--- src/design/linear_interp_upsampler_defines.svh ---
// Assertion macros of the upsampler RTL, used by the back end.
`ifndef LINEAR_INTERP_UPSAMPLER_DEFINES_SVH
`define LINEAR_INTERP_UPSAMPLER_DEFINES_SVH

// Same-cycle implication, sampled on i_clk, off while i_rst_n is low.
`define LIU_ASSERT_IMP(lbl, ante, cons, msg) \
    lbl: assert property (@(posedge i_clk) disable iff (!i_rst_n) (ante) |-> (cons)) \
        else $error(msg);

// Next-cycle implication, sampled on i_clk, off while i_rst_n is low.
`define LIU_ASSERT_NXT(lbl, ante, cons, msg) \
    lbl: assert property (@(posedge i_clk) disable iff (!i_rst_n) (ante) |=> (cons)) \
        else $error(msg);

`endif

--- src/design/liu_pkg.sv ---
// Types and constants of the linear interpolation upsampler.
`default_nettype none

package liu_pkg;

    localparam int unsigned FACTOR     = 10;
    localparam int unsigned DATA_W     = 32;
    localparam int unsigned PHASE_W    = 4;
    localparam int unsigned REM_W      = $clog2(FACTOR);
    localparam int unsigned DIFF_W     = DATA_W + 1;
    localparam int unsigned DIV_STEP   = 8;
    localparam int unsigned DIV_STAGES = (DIFF_W + 1 + REM_W + DIV_STEP - 1) / DIV_STEP;
    localparam int unsigned DIV_W      = DIV_STAGES * DIV_STEP;
    localparam int unsigned BIAS_W     = DIV_W - DIFF_W;
    localparam int unsigned QUEUE_AW   = 1;
    localparam int unsigned QUEUE_DEPTH = 2 ** QUEUE_AW;

    localparam logic [REM_W:0]       FACTOR_R   = (REM_W + 1)'(FACTOR);
    localparam logic [PHASE_W-1:0]   PHASE_LAST = PHASE_W'(FACTOR - 1);

    typedef struct packed {
        logic signed [DATA_W-1:0] x_in;
        logic signed [DATA_W-1:0] y_in;
        logic                     start_req;
    } t_in_item;

    typedef struct packed {
        logic signed [DATA_W-1:0] x_out;
        logic signed [DATA_W-1:0] y_out;
        logic [PHASE_W-1:0]       phase;
        logic                     last;
    } t_out_item;

    // One segment for the back end: start point, per-step quotient and remainder.
    typedef struct packed {
        logic [DATA_W-1:0] x0;
        logic [DATA_W-1:0] y0;
        logic [DATA_W-1:0] qdx;
        logic [DATA_W-1:0] qdy;
        logic [REM_W-1:0]  rdx;
        logic [REM_W-1:0]  rdy;
    } t_seg_cmd;

endpackage

`default_nettype wire

--- src/design/liu_front.sv ---
// Front end: accepts points, tracks the previous point, splits each step by FACTOR.
`default_nettype none

module liu_front (
    input  logic               i_clk,
    input  logic               i_rst_n,
    input  logic               i_in_valid,
    output logic               o_in_ready,
    input  liu_pkg::t_in_item  i_in,
    output logic               o_push,
    output liu_pkg::t_seg_cmd  o_push_data,
    input  logic               i_full
);
    import liu_pkg::*;

    typedef struct packed {
        logic [DIV_W-1:0] dv;
        logic [REM_W-1:0] rm;
    } t_div_lane;

    // Biased dividend: d + FACTOR * 2^DIFF_W is never negative and keeps the remainder.
    function automatic t_div_lane div_init(logic [DIFF_W-1:0] d);
        t_div_lane v;
        v.dv = {BIAS_W'(FACTOR) - BIAS_W'(d[DIFF_W-1]), d};
        v.rm = '0;
        return v;
    endfunction

    // Restoring long division by FACTOR, DIV_STEP quotient bits.
    function automatic t_div_lane div_steps(t_div_lane a);
        t_div_lane        v;
        logic [REM_W:0]   t;
        logic             ge;
        v = a;
        for (int b = 0; b < DIV_STEP; b++) begin
            t    = {v.rm, v.dv[DIV_W-1]};
            ge   = (t >= FACTOR_R);
            v.rm = ge ? REM_W'(t - FACTOR_R) : t[REM_W-1:0];
            v.dv = {v.dv[DIV_W-2:0], ge};
        end
        return v;
    endfunction

    logic signed [DATA_W-1:0] r_prev_x;
    logic signed [DATA_W-1:0] r_prev_y;
    logic                     r_have_prev;
    logic [DIV_STAGES:0]      r_vld;
    t_div_lane                r_lx [DIV_STAGES+1];
    t_div_lane                r_ly [DIV_STAGES+1];
    logic [DATA_W-1:0]        r_x0 [DIV_STAGES+1];
    logic [DATA_W-1:0]        r_y0 [DIV_STAGES+1];

    logic              w_adv;
    logic              w_acc;
    logic              w_seg;
    logic [DIFF_W-1:0] w_dx;
    logic [DIFF_W-1:0] w_dy;

    assign w_adv = !(r_vld[DIV_STAGES] && i_full);
    assign w_acc = i_in_valid && w_adv;
    assign w_seg = !i_in.start_req && r_have_prev;
    assign w_dx  = DIFF_W'(i_in.x_in) - DIFF_W'(r_prev_x);
    assign w_dy  = DIFF_W'(i_in.y_in) - DIFF_W'(r_prev_y);

    assign o_in_ready = w_adv;

    always_ff @(posedge i_clk) begin
        if (!i_rst_n) begin
            r_prev_x    <= '0;
            r_prev_y    <= '0;
            r_have_prev <= 1'b0;
            r_vld       <= '0;
        end else begin
            if (w_acc) begin
                r_prev_x    <= i_in.x_in;
                r_prev_y    <= i_in.y_in;
                r_have_prev <= 1'b1;
            end
            if (w_adv) begin
                r_vld <= {r_vld[DIV_STAGES-1:0], w_acc && w_seg};
            end
        end
    end

    always_ff @(posedge i_clk) begin
        if (w_adv) begin
            r_lx[0] <= div_init(w_dx);
            r_ly[0] <= div_init(w_dy);
            r_x0[0] <= r_prev_x;
            r_y0[0] <= r_prev_y;
            for (int k = 1; k <= DIV_STAGES; k++) begin
                r_lx[k] <= div_steps(r_lx[k-1]);
                r_ly[k] <= div_steps(r_ly[k-1]);
                r_x0[k] <= r_x0[k-1];
                r_y0[k] <= r_y0[k-1];
            end
        end
    end

    // Quotient minus the bias is the same modulo 2^DATA_W, so keep the low bits.
    assign o_push           = r_vld[DIV_STAGES] && !i_full;
    assign o_push_data.x0   = r_x0[DIV_STAGES];
    assign o_push_data.y0   = r_y0[DIV_STAGES];
    assign o_push_data.qdx  = r_lx[DIV_STAGES].dv[DATA_W-1:0];
    assign o_push_data.qdy  = r_ly[DIV_STAGES].dv[DATA_W-1:0];
    assign o_push_data.rdx  = r_lx[DIV_STAGES].rm;
    assign o_push_data.rdy  = r_ly[DIV_STAGES].rm;

endmodule

`default_nettype wire

--- src/design/liu_queue.sv ---
// Short segment queue between the front end and the back end.
`default_nettype none

module liu_queue (
    input  logic               i_clk,
    input  logic               i_rst_n,
    input  logic               i_push,
    input  liu_pkg::t_seg_cmd  i_push_data,
    output logic               o_full,
    output logic               o_valid,
    output liu_pkg::t_seg_cmd  o_data,
    input  logic               i_pop
);
    import liu_pkg::*;

    t_seg_cmd              r_mem [QUEUE_DEPTH];
    logic [QUEUE_AW-1:0]   r_wp;
    logic [QUEUE_AW-1:0]   r_rp;
    logic [QUEUE_AW:0]     r_cnt;

    assign o_full  = (r_cnt == (QUEUE_AW + 1)'(QUEUE_DEPTH));
    assign o_valid = (r_cnt != '0);
    assign o_data  = r_mem[r_rp];

    always_ff @(posedge i_clk) begin
        if (!i_rst_n) begin
            r_wp  <= '0;
            r_rp  <= '0;
            r_cnt <= '0;
        end else begin
            if (i_push) begin
                r_wp <= r_wp + QUEUE_AW'(1);
            end
            if (i_pop) begin
                r_rp <= r_rp + QUEUE_AW'(1);
            end
            if (i_push && !i_pop) begin
                r_cnt <= r_cnt + (QUEUE_AW + 1)'(1);
            end else if (!i_push && i_pop) begin
                r_cnt <= r_cnt - (QUEUE_AW + 1)'(1);
            end
        end
    end

    always_ff @(posedge i_clk) begin
        if (i_push) begin
            r_mem[r_wp] <= i_push_data;
        end
    end

endmodule

`default_nettype wire

--- src/design/liu_back.sv ---
// Back end: walks a segment by running quotient and remainder; one result per ready cycle.
`default_nettype none
`include "linear_interp_upsampler_defines.svh"

module liu_back (
    input  logic               i_clk,
    input  logic               i_rst_n,
    input  logic               i_cmd_valid,
    input  liu_pkg::t_seg_cmd  i_cmd,
    output logic               o_cmd_pop,
    output logic               o_out_valid,
    input  logic               i_out_ready,
    output liu_pkg::t_out_item o_out
);
    import liu_pkg::*;

    logic               r_busy;
    logic [PHASE_W-1:0] r_phase;
    logic [DATA_W-1:0]  r_x;
    logic [DATA_W-1:0]  r_y;
    logic [REM_W-1:0]   r_rx;
    logic [REM_W-1:0]   r_ry;
    logic [DATA_W-1:0]  r_qdx;
    logic [DATA_W-1:0]  r_qdy;
    logic [REM_W-1:0]   r_rdx;
    logic [REM_W-1:0]   r_rdy;

    logic               w_xfer;
    logic               w_done;
    logic               w_load;
    logic [REM_W:0]     w_sx;
    logic [REM_W:0]     w_sy;
    logic               w_cx;
    logic               w_cy;
    logic [REM_W-1:0]   n_rx;
    logic [REM_W-1:0]   n_ry;
    logic [DATA_W-1:0]  n_x;
    logic [DATA_W-1:0]  n_y;
    logic               w_step;
    logic               w_fresh;
    logic [PHASE_W-1:0] w_phase_nx;

    assign w_xfer = r_busy && i_out_ready;
    assign w_done = w_xfer && (r_phase == PHASE_LAST);
    assign w_load = i_cmd_valid && (!r_busy || w_done);

    // Carry a unit into the quotient when the remainders add up to FACTOR or more.
    assign w_sx = {1'b0, r_rx} + {1'b0, r_rdx};
    assign w_sy = {1'b0, r_ry} + {1'b0, r_rdy};
    assign w_cx = (w_sx >= FACTOR_R);
    assign w_cy = (w_sy >= FACTOR_R);
    assign n_rx = w_cx ? REM_W'(w_sx - FACTOR_R) : w_sx[REM_W-1:0];
    assign n_ry = w_cy ? REM_W'(w_sy - FACTOR_R) : w_sy[REM_W-1:0];
    assign n_x  = r_x + r_qdx + DATA_W'(w_cx);
    assign n_y  = r_y + r_qdy + DATA_W'(w_cy);

    always_ff @(posedge i_clk) begin
        if (!i_rst_n) begin
            r_busy  <= 1'b0;
            r_phase <= '0;
        end else begin
            if (w_load) begin
                r_busy  <= 1'b1;
                r_phase <= '0;
            end else begin
                if (w_done) begin
                    r_busy <= 1'b0;
                end
                if (w_xfer) begin
                    r_phase <= r_phase + PHASE_W'(1);
                end
            end
        end
    end

    always_ff @(posedge i_clk) begin
        if (w_load) begin
            r_x   <= i_cmd.x0;
            r_y   <= i_cmd.y0;
            r_rx  <= '0;
            r_ry  <= '0;
            r_qdx <= i_cmd.qdx;
            r_qdy <= i_cmd.qdy;
            r_rdx <= i_cmd.rdx;
            r_rdy <= i_cmd.rdy;
        end else if (w_xfer) begin
            r_x  <= n_x;
            r_y  <= n_y;
            r_rx <= n_rx;
            r_ry <= n_ry;
        end
    end

    assign o_cmd_pop   = w_load;
    assign o_out_valid = r_busy;
    assign o_out.x_out = r_x;
    assign o_out.y_out = r_y;
    assign o_out.phase = r_phase;
    assign o_out.last  = (r_phase == PHASE_LAST);

    // Terms for the checks below.
    assign w_step     = w_xfer && !w_done;
    assign w_phase_nx = r_phase + PHASE_W'(1);
    assign w_fresh    = (r_phase == '0) && (r_rx == '0) && (r_ry == '0);

    `LIU_ASSERT_IMP(a_phase_range, r_busy, r_phase <= PHASE_LAST, "phase past last step")
    `LIU_ASSERT_NXT(a_phase_step, w_step, r_busy && r_phase == $past(w_phase_nx), "phase stuck")
    `LIU_ASSERT_NXT(a_idle_after_last, w_done && !i_cmd_valid, !r_busy, "busy after segment end")
    `LIU_ASSERT_NXT(a_load_restart, o_cmd_pop, r_busy && w_fresh, "segment load did not restart")

endmodule

`default_nettype wire

--- src/design/linear_interp_upsampler.sv ---
// Top level of the linear interpolation upsampler.
// Takes signed Q16.16 (x, y) points; each point after the first (and without
// start_req) yields FACTOR results walking the segment from the previous point,
// result j being x0 + floor(j*dx/FACTOR), y0 + floor(j*dy/FACTOR), phase j, and
// last set on j = FACTOR-1. A start point, or the first point after reset, is
// stored and yields nothing. The output stage delivers one result per cycle while
// the consumer is ready. The front end splits each step by FACTOR in a pipelined
// long divider of DIV_STAGES stages (5 here). A two-entry queue parts the divider
// from the result stage, so points keep flowing in while results wait for the
// consumer, until the queue and the divider are full.
`default_nettype none

module linear_interp_upsampler (
    input  logic               i_clk,
    input  logic               i_rst_n,
    input  logic               i_in_valid,
    output logic               o_in_ready,
    input  liu_pkg::t_in_item  i_in,
    output logic               o_out_valid,
    input  logic               i_out_ready,
    output liu_pkg::t_out_item o_out
);
    import liu_pkg::*;

    // Segment commands from the divider into the queue and out to the walker.
    logic     w_push;
    t_seg_cmd w_push_data;
    logic     w_full;
    logic     w_cmd_valid;
    t_seg_cmd w_cmd;
    logic     w_cmd_pop;

    // Classify each point, hold the previous one, divide the step by FACTOR.
    liu_front u_front (
        .i_clk       (i_clk),
        .i_rst_n     (i_rst_n),
        .i_in_valid  (i_in_valid),
        .o_in_ready  (o_in_ready),
        .i_in        (i_in),
        .o_push      (w_push),
        .o_push_data (w_push_data),
        .i_full      (w_full)
    );

    // Hold finished segments while the back end is still busy.
    liu_queue u_queue (
        .i_clk       (i_clk),
        .i_rst_n     (i_rst_n),
        .i_push      (w_push),
        .i_push_data (w_push_data),
        .o_full      (w_full),
        .o_valid     (w_cmd_valid),
        .o_data      (w_cmd),
        .i_pop       (w_cmd_pop)
    );

    // Advance through the segment on each output transfer.
    liu_back u_back (
        .i_clk       (i_clk),
        .i_rst_n     (i_rst_n),
        .i_cmd_valid (w_cmd_valid),
        .i_cmd       (w_cmd),
        .o_cmd_pop   (w_cmd_pop),
        .o_out_valid (o_out_valid),
        .i_out_ready (i_out_ready),
        .o_out       (o_out)
    );

endmodule

`default_nettype wire

--- config.mk ---
export PLATFORM = sky130hd
export DESIGN_NAME = linear_interp_upsampler
export DESIGN_NICKNAME = d
export VERILOG_FILES = /design/src/design/liu_pkg.sv /design/src/design/liu_front.sv /design/src/design/liu_queue.sv /design/src/design/liu_back.sv /design/src/design/linear_interp_upsampler.sv
export VERILOG_INCLUDE_DIRS = /design/src /design/src/design
export SDC_FILE = /design/constraint.sdc
export NUM_CORES = 2
export LEC_CHECK = 0
export ABC_CLOCK_PERIOD_IN_PS = 34800
export BUFFER_PORTS_ARGS = -buffer_cell sky130_fd_sc_hd__buf_4
export CAP_MARGIN = 40
export CELL_PAD_IN_SITES_DETAIL_PLACEMENT = 1
export CELL_PAD_IN_SITES_GLOBAL_PLACEMENT = 2
export CORE_ASPECT_RATIO = 1.1
export CORE_MARGIN = 3
export CORE_UTILIZATION = 49
export DETAILED_ROUTE_END_ITERATION = 8
export HOLD_SLACK_MARGIN = 0.03
export PLACE_DENSITY_LB_ADDON = 0.1
export SLEW_MARGIN = 15
export SYNTH_ARGS = -nofsm -noshare
export SYNTH_HDL_FRONTEND = slang
export SYNTH_SLANG_ARGS = --single-unit
--- constraint.sdc ---
create_clock -name i_clk -period 34.8 [get_ports i_clk]
set_input_delay 1.74 -clock i_clk [delete_from_list [all_inputs] [get_ports i_clk]]
set_output_delay 1.74 -clock i_clk [all_outputs]
set_load 0.01 [all_outputs]
Word-level counts from Yosys, hierarchy flattened
Memories as Yosys holds them, arrays and structs flattened. A register that Yosys moved wholly into a read port is not among the register bits.
Index checks and enable logic that the tools add are counted.
{ "totals": {"register_bits": 224, "latch_bits": 0, "ram_bits": 1184, "mem_bits_ro": 0, "input_bits": 69, "out_inout_bits": 71, "wordCells": 321, "mem_count": 5} }
{ "classes": {"n_addsub": 97, "mul": 0, "n_div": 0, "order_cmp": 82, "n_eq_ne": 2, "shifts": 0, "muxes": 95, "bitwise": 1, "n_reduce_logical": 22} }
{ "memory_table": {"columns": ["name", "depth", "word_bits", "read_ports", "rd_ports_with_merged_regs", "wr", "line", "rtl"], "rows": [
  ["u_queue.r_mem", 2, 136, 1, 1, 1, "liu_queue.sv:16", "t_seg_cmd r_mem [QUEUE_DEPTH];"],
  ["u_front.r_lx", 6, 44, 6, 0, 6, "liu_front.sv:48", "t_div_lane r_lx [DIV_STAGES+1];"],
  ["u_front.r_ly", 6, 44, 6, 0, 6, "liu_front.sv:49", "t_div_lane r_ly [DIV_STAGES+1];"],
  ["u_front.r_x0", 6, 32, 6, 0, 6, "liu_front.sv:50", "logic [DATA_W-1:0] r_x0 [DIV_STAGES+1];"],
  ["u_front.r_y0", 6, 32, 6, 0, 6, "liu_front.sv:51", "logic [DATA_W-1:0] r_y0 [DIV_STAGES+1];"]
]} }
{ "ops": {"columns": ["operator", "n"], "rows": [
  ["$ge 5x4->1 const B", 82],
  ["$mux 4", 82],
  ["$sub 4x4->4 const B", 82],
  ["$mux 32", 4],
  ["$sub 32x32->33", 2],
  ["$add 32x1->32", 2],
  ["$add 32x32->32", 2],
  ["$add 4x4->5", 2],
  ["$logic_and 1x1->1", 10],
  ["$sub 4x1->5 const A", 2],
  ["$reduce_bool 2->1", 4],
  ["$mux 1", 7],
  ["$logic_not 1->1", 6],
  ["$add 4x1->4 const B", 1],
  ["$eq 4x4->1 const B", 1],
  ["$mux 2", 2],
  ["$add 1x1->1 const B", 2],
  ["$add 2x1->2 const B", 1],
  ["$eq 2x2->1 const B", 1],
  ["$reduce_or 2->1", 1],
  ["$sub 2x1->2 const B", 1],
  ["$logic_or 1x1->1", 1],
  ["$not 1->1", 1]
]} }

Depth between registers and ports, before layout
{ "depth": {"ltp_word": 16, "depth_mapped": 41, "depth_no_buf": 41} }

Modules after synthesis
From an unflattened synthesis, not the netlist that was laid out.
{ "unflattened": {"hier_cells": 4169, "hier_area_um2": 58069.4} }
{ "by_module_without_submodules": {"columns": ["module", "instances", "cells_per_inst", "area_per_inst_um2", "seq_area_each_um2"], "rows": [
  ["liu_front", 1, 2875, 38938.6, 25804.7],
  ["liu_queue", 1, 445, 10181.0, 8267.9],
  ["liu_back", 1, 849, 8949.8, 4344.2]
]} }

Worst setup path before layout
OpenSTA, ideal clock, no wires.
{ "synth_timing": {"path_type": "reg-to-reg", "startpoint": "register u_queue.r_cnt[0]", "endpoint": "register u_front.r_prev_x[10]", "setup_ps": 76, "t_arrival_ps": 22532, "required_time_ps": 34724, "setup_slack_ps": 12193, "stages_incl_launch_ff": 8, "n_path_buf": 1, "synth_period_minus_slack_ps": 22607, "path_cell_list": "dfxtp_1 -> nand2b_1 -> nor2_1 -> clkinv_1 -> nand2_1 -> clkbuf_1 -> nand2_1 -> a21boi_0"} }
{ "synth_between": {"elab_chain_cells": 4} }
{ "synth_rtl": {"columns": ["element", "line", "rtl"], "rows": [
  ["start, declared", "liu_queue.sv:19", "logic [QUEUE_AW:0] r_cnt;"],
  ["start signal, assigned", "liu_queue.sv:38", "r_cnt <= r_cnt + (QUEUE_AW + 1)'(1);"],
  ["start signal, assigned", "liu_queue.sv:40", "r_cnt <= r_cnt - (QUEUE_AW + 1)'(1);"],
  ["$eq 2x2->1", "liu_queue.sv:21", "assign o_full = (r_cnt == (QUEUE_AW + 1)'(QUEUE_DEPTH));"],
  ["$logic_and 1x1->1", "liu_front.sv:59", "assign w_adv = !(r_vld[DIV_STAGES] && i_full);"],
  ["$logic_not 1->1", "liu_front.sv:59", null],
  ["net o_in_ready", "linear_interp_upsampler.sv:17", "output logic o_in_ready,"],
  ["$logic_and 1x1->1", "liu_front.sv:60", "assign w_acc = i_in_valid && w_adv;"],
  ["end signal, assigned", "liu_front.sv:75", "r_prev_x <= i_in.x_in;"],
  ["end, declared", "liu_front.sv:44", "logic signed [DATA_W-1:0] r_prev_x;"]
]} }
The timed path passes the listed nets, and every way through them passes these cells.
A chain may end at the register's enable or synchronous reset.

==> flow_summary.yaml <==
synthesis:
  synth-edff-count: 1220
  netlist_instances: 3948
  synthFlopType: "edfxtp_1"
  synth_nets: 4230
  synth_top_area_frac: 0.649
  synthTopCellsByArea: "edfxtp_1 (65%), ha_1 (4.5%), dfxtp_1 (3.2%)"
  synth_area_per_cell_um2: 14.3
  yosysSeqAreaShare: 0.680
  ys_ff_latch: 1309
  yosysTopAreaCell: "edfxtp_1"
  yosysWarnings: 0
  syn_area_um2: 56500
  ys_async_sr_fraction: 0
  synth_cell_types: 130
floorplan:
  io_pins: 140
  num_rows: 129
  dieArea_um2: 119000
  die_x_um: 330
  core-area_um2: 113000
  start_util: 0.498
  die_h_um: 362
setup_path:
  crit_path_end_kind: "flip-flop"
  slowest_stage: "or4_1"
  required_ns: 35.30
  timing.critical_path.mode_cell: "ha_1"
  rrSetupSlack_ns: 25.43
  cpPeakStageDelay_ns: 0.60
  startpoint: "u_front.r_lx[2][0]$_DFFE_PN_"
  reg2reg_depth: 37
  regToRegEndpoint: "u_front.r_lx[3][1]$_DFFE_PN_"
  start_kind: "flip-flop"
  cp.arrival_ns: 9.87
  crit_type: "flip-flop to flip-flop"
  rr_startpoint: "u_front.r_lx[2][0]$_DFFE_PN_"
  critical_path.max_fanout: 10
clock_tree:
  cts_root_buf: "clkbuf_16"
  htree_levels: 4
  path_clk_slew_ns: 0.06
  cts_buffers: 138
  clk-insertion-delay-late_ns: 0.75
  postCtsHoldBufs: 0
  clock_path_buffers: 3
  cts_setup_buffers: 0
  cts_tree: "yes"
  ctsResizeCount: 0
  clock-sinks: 1309
timing:
  hold_viol: 0
  timing.fmax_ghz: 0.107
  min_period_ns: 9.37
  grt_setup_unrepaired: "no"
  setup_viol: 0
  fin_skew_ns: 0.0206
  max-slew-margin-rel: 0.259
  period_share: 0.269
  tightest_slew_ns: 1.11
  finalSetupTns_ns: 0
  drv_slew: 0
worst_hold_path:
  min_to: "u_front.r_lx[5][30]$_DFFE_PN_"
  hp-start: "u_front.r_lx[4][22]$_DFFE_PN_"
  hold_class: "flip-flop to flip-flop"
  hold_path_depth: 0
drt:
  wl_per_cell_um: 19.6
  wirelength_um: 114000
  drc: 0
  vias: 32200
  antenna_left: 0
  via_per_inst: 5.54
  drt_first_iter_violations: 1858
  dr.pass1.iters: 5
global_route:
  grtUsageTotal: 0.192
  antenna_found_initial: 5
  grt_pass1_vias: 33600
  use_met2: 0.315
  grtUsageMet3: 0.0387
  overflow: 0
  grt_start_max_net_pins: 199
  use_met1: 0.260
  grt_pass1_wl_um: 182000
  grt_most_used_layer: "met2"
place:
  place.gp.congestion: 0.795
  dp_hpwl_um: 76500
  io_buffers: 139
job:
  drv_cap: 0
cells_and_area:
  area_delta_synth_final_pct: 13.8
  multi_input_area_um2: 16900
  regArea_um2: 38400
  drive_gt1_frac: 0.142
  final_net_count: 4471
  mostFrequentLayoutCells: "edfxtp_1 (1,220), nand2_1 (318), inv_1 (249)"
  layout_commonest_cell: "edfxtp_1"
  fillerInstances: 10800
status:
  status: "finished clean"
-- area by class of cell --
class,count,area share
well taps,1506,0.0293
clock buffers,180,0.0591
clock inverters,74,0.0126
multi-input cells,2315,0.263
diodes,2,0.0000779
flip-flops and latches,1309,0.598
inverters,257,0.0153
repair buffers,168,0.0229
-- cell usage after synthesis (all sizes together), types with 10 or more instances --
cell,number
o31a,28
inv,255
mux2,104
a21o,58
nand4,14
a31oi,37
edfxtp,1220
nand2b,37
o21ai,156
dfxtp,89
clkbuf,58
o31ai,35
o21a,41
nand2,319
a21boi,90
nor3,79
xor2,33
o311ai,13
nor2,167
mux2i,100
o21bai,14
and2,37
or2,19
nand3,40
ha,205
nor4,30
or3,29
and3,16
o22ai,20
a22oi,11
a211oi,42
nor2b,47
a311oi,11
or4,20
xnor2,74
o211ai,23
a21oi,186
a211o,10
-- through the flow --
step	hold slack [ns]	setup slack, ns	util	instances	area (µm²)
global route	0.408	24.52	0.566	5809	64200
global placement	0.400	25.90	0.523	5545	59400
finish	0.400	25.43	0.566	5811	64200
floorplan	0.400	12.19	-	3948	56500
detailed placement	0.405	25.49	0.525	5554	59600
CTS	0.408	25.47	0.566	5808	64200
-- worst max-delay path: cells and delay by family (launching register included) --
family | cells | cell delay [ns]
buffers and inverters | 4 | 0.43
AOI/OAI and AO/OA | 11 | 2.99
DFF | 1 | 0.46
adders and majority gates | 8 | 2.27
and+or+nand+nor | 11 | 2.17
muxes | 3 | 0.82
-- flip-flops by register name, summed over array words and instances, names as in the netlist, 2 cells and up, named ones only --
signal            flops
u_back.r_phase        4
u_back.r_qdx         32
u_back.r_qdy         32
u_back.r_rdx          4
u_back.r_rdy          4
u_back.r_rx           4
u_back.r_ry           4
u_back.r_x           32
u_back.r_y           32
u_front.r_lx        214
u_front.r_ly        214
u_front.r_prev_x     32
u_front.r_prev_y     32
u_front.r_vld         6
u_front.r_x0        192
u_front.r_y0        192
u_queue.r_cnt         2
u_queue.r_mem       272
-- layer usage --
metal | vias up | wire (µm)
met2 | 456 | 54700
met1 | 16000 | 52100
met5 | - | 0
met3 | 145 | 4800
li1 | 15600 | -
met4 | 0 | 2320
-- cells by family after synthesis --
logic type | count (synthesis) | synth area share
AO/OA/AOI/OAI | 895 | 0.115
XOR/XNOR | 107 | 0.0166
adder cells (fa/ha/maj) | 213 | 0.0483
buffers and inverters | 324 | 0.0216
flip-flops | 1309 | 0.680
multiplexers | 204 | 0.0389
AND/OR/NAND/NOR | 896 | 0.0796
-- worst max path at each step --
stage                                              endpoint  slack (ns)
after floorplan           u_front.r_prev_x[10]$_SDFFE_PN0P_       12.19
after global placement         u_front.r_lx[3][1]$_DFFE_PN_       25.90
after detailed placement       u_front.r_lx[3][1]$_DFFE_PN_       25.49
after CTS                      u_front.r_lx[3][1]$_DFFE_PN_       25.47
after global routing           u_front.r_lx[3][1]$_DFFE_PN_       24.52
final                          u_front.r_lx[3][1]$_DFFE_PN_       25.43
Power is not shown: default switching activity piles up to over one toggle a cycle in this logic, so the estimate is an artifact.
